### config.mk
export PLATFORM = sky130hd
export DESIGN_NAME = itc_ctrl
export DESIGN_NICKNAME = d
export VERILOG_FILES = /design/src/rtl/itc_pkg.sv /design/src/rtl/itc_ctrl.sv
export SDC_FILE = /design/constraint.sdc
export NUM_CORES = 1
export LEC_CHECK = 0
export BUFFER_PORTS_ARGS = -buffer_cell sky130_fd_sc_hd__buf_2
export CAP_MARGIN = 15
export CORE_MARGIN = 10
export CORE_UTILIZATION = 35
export CTS_BUF_LIST = sky130_fd_sc_hd__clkbuf_4 sky130_fd_sc_hd__clkbuf_8
export CTS_CLUSTER_DIAMETER = 150
export DETAILED_ROUTE_END_ITERATION = 8
export SYNTH_ARGS = -nofsm -noshare
export SYNTH_HDL_FRONTEND = slang
export SYNTH_SLANG_ARGS = --single-unit
### constraint.sdc
create_clock -name clock -period 2.4 [get_ports clock]
set_clock_uncertainty 0.1 [all_clocks]
set_input_delay 0.36 -clock clock [delete_from_list [all_inputs] [get_ports clock]]
set_output_delay 0.36 -clock clock [all_outputs]
set_load 0.03 [all_outputs]
### src/rtl/itc_pkg.sv
// Types and constants shared by the 3x3 image convolution block.
// No dependencies; every other file refers to it by scoped names.
`default_nettype none

package itc_pkg;

   localparam int PIX_W      = 8;
   localparam int COEF_W     = 8;
   localparam int NUM_TAPS   = 9;
   localparam int TAP_W      = 4;
   localparam int ACC_W      = 20;
   localparam int MAG_W      = 19;
   localparam int SCALE_W    = 24;
   localparam int FRAC_W     = 16;
   localparam int PROD_W     = MAG_W + SCALE_W;
   localparam int RES_ROW_W  = 12;
   localparam int RES_COL_W  = 11;

   localparam int CSR_IDX_W  = 3;
   localparam int CSR_DATA_W = 48;
   localparam int IMG_W_W    = 12;
   localparam int IMG_H_W    = 13;
   localparam int KTM_W      = 48;
   localparam int KB_W       = 24;

   localparam logic [TAP_W-1:0] LAST_TAP = TAP_W'(NUM_TAPS - 1);
   localparam logic [PIX_W-1:0] SAT_MAX  = 8'd255;

   localparam logic [IMG_W_W-1:0] RST_IMAGE_WIDTH  = 12'd640;
   localparam logic [IMG_H_W-1:0] RST_IMAGE_HEIGHT = 13'd480;
   localparam logic [KTM_W-1:0]   RST_KERNEL_TM    = 48'd2207881396737;
   localparam logic [KB_W-1:0]    RST_KERNEL_B     = 24'd66049;
   localparam logic [SCALE_W-1:0] RST_SCALE        = 24'd4096;

   localparam logic [CSR_IDX_W-1:0] REG_IMAGE_WIDTH  = 3'd0;
   localparam logic [CSR_IDX_W-1:0] REG_IMAGE_HEIGHT = 3'd1;
   localparam logic [CSR_IDX_W-1:0] REG_KERNEL_TM    = 3'd2;
   localparam logic [CSR_IDX_W-1:0] REG_KERNEL_B     = 3'd3;
   localparam logic [CSR_IDX_W-1:0] REG_SCALE        = 3'd4;

   typedef enum logic [2:0] {
      ST_IDLE,
      ST_UPDATE,
      ST_MAC,
      ST_SCALE,
      ST_OUT
   } state_type;

   typedef enum logic [1:0] {
      SEL_DRAIN,
      SEL_PASS,
      SEL_FILT
   } out_sel_type;

   typedef struct packed {
      logic             accept;
      logic             pixel_step;
      logic             mac_en;
      logic             mac_first;
      logic [TAP_W-1:0] tap;
      logic             scale_en;
      logic             load_out;
      out_sel_type      out_sel;
   } dp_cmd_type;

   typedef struct packed {
      logic drain;
      logic pending_zero;
      logic emit_due;
      logic interior;
      logic out_busy;
   } dp_status_type;

endpackage

`default_nettype wire

### src/rtl/itc_ctrl.sv
// Sequencer of the convolution block: accepts a word, steps the datapath
// through update, then as needed MAC, scaling and result load. Uses itc_pkg.
`default_nettype none

module itc_ctrl (
   input  wire logic                   clock,
   input  wire logic                   reset,
   input  wire logic                   req_valid,
   output logic                        req_ready,
   input  wire itc_pkg::dp_status_type status,
   output itc_pkg::dp_cmd_type         cmd
);

   itc_pkg::state_type                state_ff, state_in;
   logic [itc_pkg::TAP_W-1:0]         tap_ff, tap_in;
   itc_pkg::out_sel_type              out_sel_ff, out_sel_in;

   always_ff @(posedge clock) begin
      if (reset) begin
         state_ff   <= itc_pkg::ST_IDLE;
         tap_ff     <= '0;
         out_sel_ff <= itc_pkg::SEL_PASS;
      end else begin
         state_ff   <= state_in;
         tap_ff     <= tap_in;
         out_sel_ff <= out_sel_in;
      end
   end

   always_comb begin
      state_in   = state_ff;
      tap_in     = tap_ff;
      out_sel_in = out_sel_ff;
      unique case (state_ff)
         itc_pkg::ST_IDLE: begin
            if (req_valid) state_in = itc_pkg::ST_UPDATE;
         end
         itc_pkg::ST_UPDATE: begin
            if (status.drain) begin
               // drain with nothing pending gives no word
               if (status.pending_zero) begin
                  state_in = itc_pkg::ST_IDLE;
               end else begin
                  state_in   = itc_pkg::ST_OUT;
                  out_sel_in = itc_pkg::SEL_DRAIN;
               end
            end else if (!status.emit_due) begin
               state_in = itc_pkg::ST_IDLE;
            end else if (status.interior) begin
               state_in = itc_pkg::ST_MAC;
               tap_in   = '0;
            end else begin
               state_in   = itc_pkg::ST_OUT;
               out_sel_in = itc_pkg::SEL_PASS;
            end
         end
         itc_pkg::ST_MAC: begin
            tap_in = tap_ff + 1'b1;
            if (tap_ff == itc_pkg::LAST_TAP) state_in = itc_pkg::ST_SCALE;
         end
         itc_pkg::ST_SCALE: begin
            state_in   = itc_pkg::ST_OUT;
            out_sel_in = itc_pkg::SEL_FILT;
         end
         itc_pkg::ST_OUT: begin
            // hold until the output register is free
            if (!status.out_busy) state_in = itc_pkg::ST_IDLE;
         end
         default: state_in = itc_pkg::ST_IDLE;
      endcase
   end

   always_comb begin
      req_ready      = (state_ff == itc_pkg::ST_IDLE);
      cmd.accept     = (state_ff == itc_pkg::ST_IDLE) && req_valid;
      cmd.pixel_step = (state_ff == itc_pkg::ST_UPDATE) && !status.drain;
      cmd.mac_en     = (state_ff == itc_pkg::ST_MAC);
      cmd.mac_first  = (tap_ff == '0);
      cmd.tap        = tap_ff;
      cmd.scale_en   = (state_ff == itc_pkg::ST_SCALE);
      cmd.load_out   = (state_ff == itc_pkg::ST_OUT) && !status.out_busy;
      cmd.out_sel    = out_sel_ff;
   end

endmodule

`default_nettype wire

==> results.ini <==
[drt]
drt_iter0_markers=2
dr.pass1.iters=4
wl_per_cell_um=12.5
drc_errors=0
routed_wirelength_mm=1.20
final_antenna_net_count=0
routed_via_density=5.16
vias=495

[layout]
antenna_cells=0
finalNetCount=92
area_growth_pct=27.1
drive_gt1_share_pct=33.3
fin_util_pct=47.7

[worst_setup_path]
required_ns=1.94
critPathMaxFanout=10
critPathLaunchType=register
endpoint_kind=primary output
critPathKind=reg -> out
cp_data_arrival_time_ns=1.52

[synth]
synth_area_leader_cell=dfxtp_1
synth.area.top_cells=dfxtp_1 36%, a21oi_1 5.1%, ha_1 5.1%
ys_seq_area_share_pct=36.5
async_reset_ff_share_pct=0
syn_area_per_cell_um2=8.38
synth_fp_nets=69
synth_commonest_cells=9 x dfxtp_1, 6 x inv_1, 5 x a21oi_1, 4 x o21ai_0
syn_inst=59
ys_ff_latch=9
synth_edf_count=0
ys.flop_type=dfxtp_1
yosys_warnings=0
ys_types=26
syn_area_um2=494
synth_top_area_share_pct=36.5
synth.most_common_cell=dfxtp_1

[sta]
rsz0062_at_grt=no
worstMarginPinSlew_ns=0.310
drv_slew=0
tns_ns=0
setup_viol=0
timing.final.crit_share_pct=82.6
timing.fmax_mhz=504
finalCriticalPeriod_ns=1.98
final_hold_viol_count=0
slew_headroom_pct=78.8

[global_route]
antenna_found_initial=0
grt.total_usage_pct=7.36
grt_overflow=0
grt_first_pass_wirelength_mm=2.04
grt_max_degree=11
grt_pass1_vias=451
met2_usage_pct=11.0
top_usage_layer=met2
met3_usage_pct=5.75
use_met1_pct=8.19

[cts]
htree_levels=1
cts_resized=0
cts_tree=done
clockRootBuffer=clkbuf_4
postCtsSetupBuffers=0
clock_sinks=9
cts_hold_buffers=0
clk_pin_slew_ns=0.06
clockBufferDepth=2
cts_buffers=3
clk_latency_ns=0.25

[floorplan]
die_x_um=57.6
core_region_area_um2=1320
start_util_pct=37.5
rows=13
ios=21
die_y_um=57.6
dieArea_um2=3310

[run_status]
status=finished, final reports clean

[hold_path]
hold_path.class=in -> reg

[place]
post-dp-hpwl_um=994
io_buffers=20
place.gp.congestion=0.763

[power]
vdd_ir_drop_max_uv=414
leakagePower_nw=0.290
power_density_nw_per_um2=517

[job]
maxCapViolations=0

-- cell families after synthesis --
logic type               count (synthesis)  share of synthesized area, %
flip-flops                               9                          36.5
buffers and inverters                    8                          7.59
AND/OR/NAND/NOR                         24                          30.4
adder cells (fa/ha/maj)                  2                          5.06
AO/OA/AOI/OAI                           16                          20.5
-- registers in the layout (all words and copies together), names as in the netlist --
signal      cells
out_sel_ff      2
state_ff        3
tap_ff          4
-- per-layer routing --
| metal | vias up | wire length [um] |
|---|---|---|
| met5 | - | 0 |
| met4 | 0 | 8 |
| met3 | 2 | 126 |
| met2 | 13 | 554 |
| met1 | 224 | 506 |
| li1 | 256 | - |
-- cell usage in the layout, fill, tap and decap left out, drive strengths merged, types with 2 or more instances in the layout --
cell type,count
or3b,2
ha,2
o21ai,5
nand2,3
nor2,3
dfxtp,9
and2,3
clkbuf,4
nand3,2
inv,6
buf,20
nor2b,3
a21oi,5
nor3b,2
nor3,2
-- where the power goes --
part | switching, mW | internal, mW | total, mW | leakage, nW
registers | 0.00433 | 0.153 | 0.157 | 0.0729
logic | 0.0285 | 0.0171 | 0.0455 | 0.199
clock network | 0.0473 | 0.0750 | 0.122 | 0.0184
-- worst paths after layout --
path | startpoint | endpoint | slack [ns] | depth (start not counted)
min reg2reg | out_sel_ff[0] | out_sel_ff[0] | 0.40 | 1
min | reset | state_ff[2] | 0.25 | 2
max | state_ff[1] | cmd[10] | 0.42 | 3
max reg2reg | state_ff[1] | tap_ff[3] | 0.83 | 3
-- cell type report --
class                      instances  area [um^2]
clock buffer                       4         30.0
fill                             147          689
inverter                           6         22.5
multi-input combinational         42          277
sequential                         9          180
tap                               15         18.8
timing repair buffer              20          100
-- stage by stage --
stage	setup WS, ns	std cells	instance area [um^2]	power, mW	hold slack [ns]
after floorplan	0.369	59	494	0.188	0.329
after CTS	0.408	96	628	0.331	0.244
final	0.418	96	628	0.325	0.246
after global placement	0.691	92	598	0.206	0.387
after detailed placement	0.680	92	598	0.206	0.382
after global routing	0.346	96	628	0.343	0.266
-- critical path, stage by stage, from the launching register on --
cell	delay, ns
dfxtp_1	0.39
or4b_4	0.59
inv_1	0.10
buf_2	0.20
No activity file was read; power rests on OpenSTA's default activity.
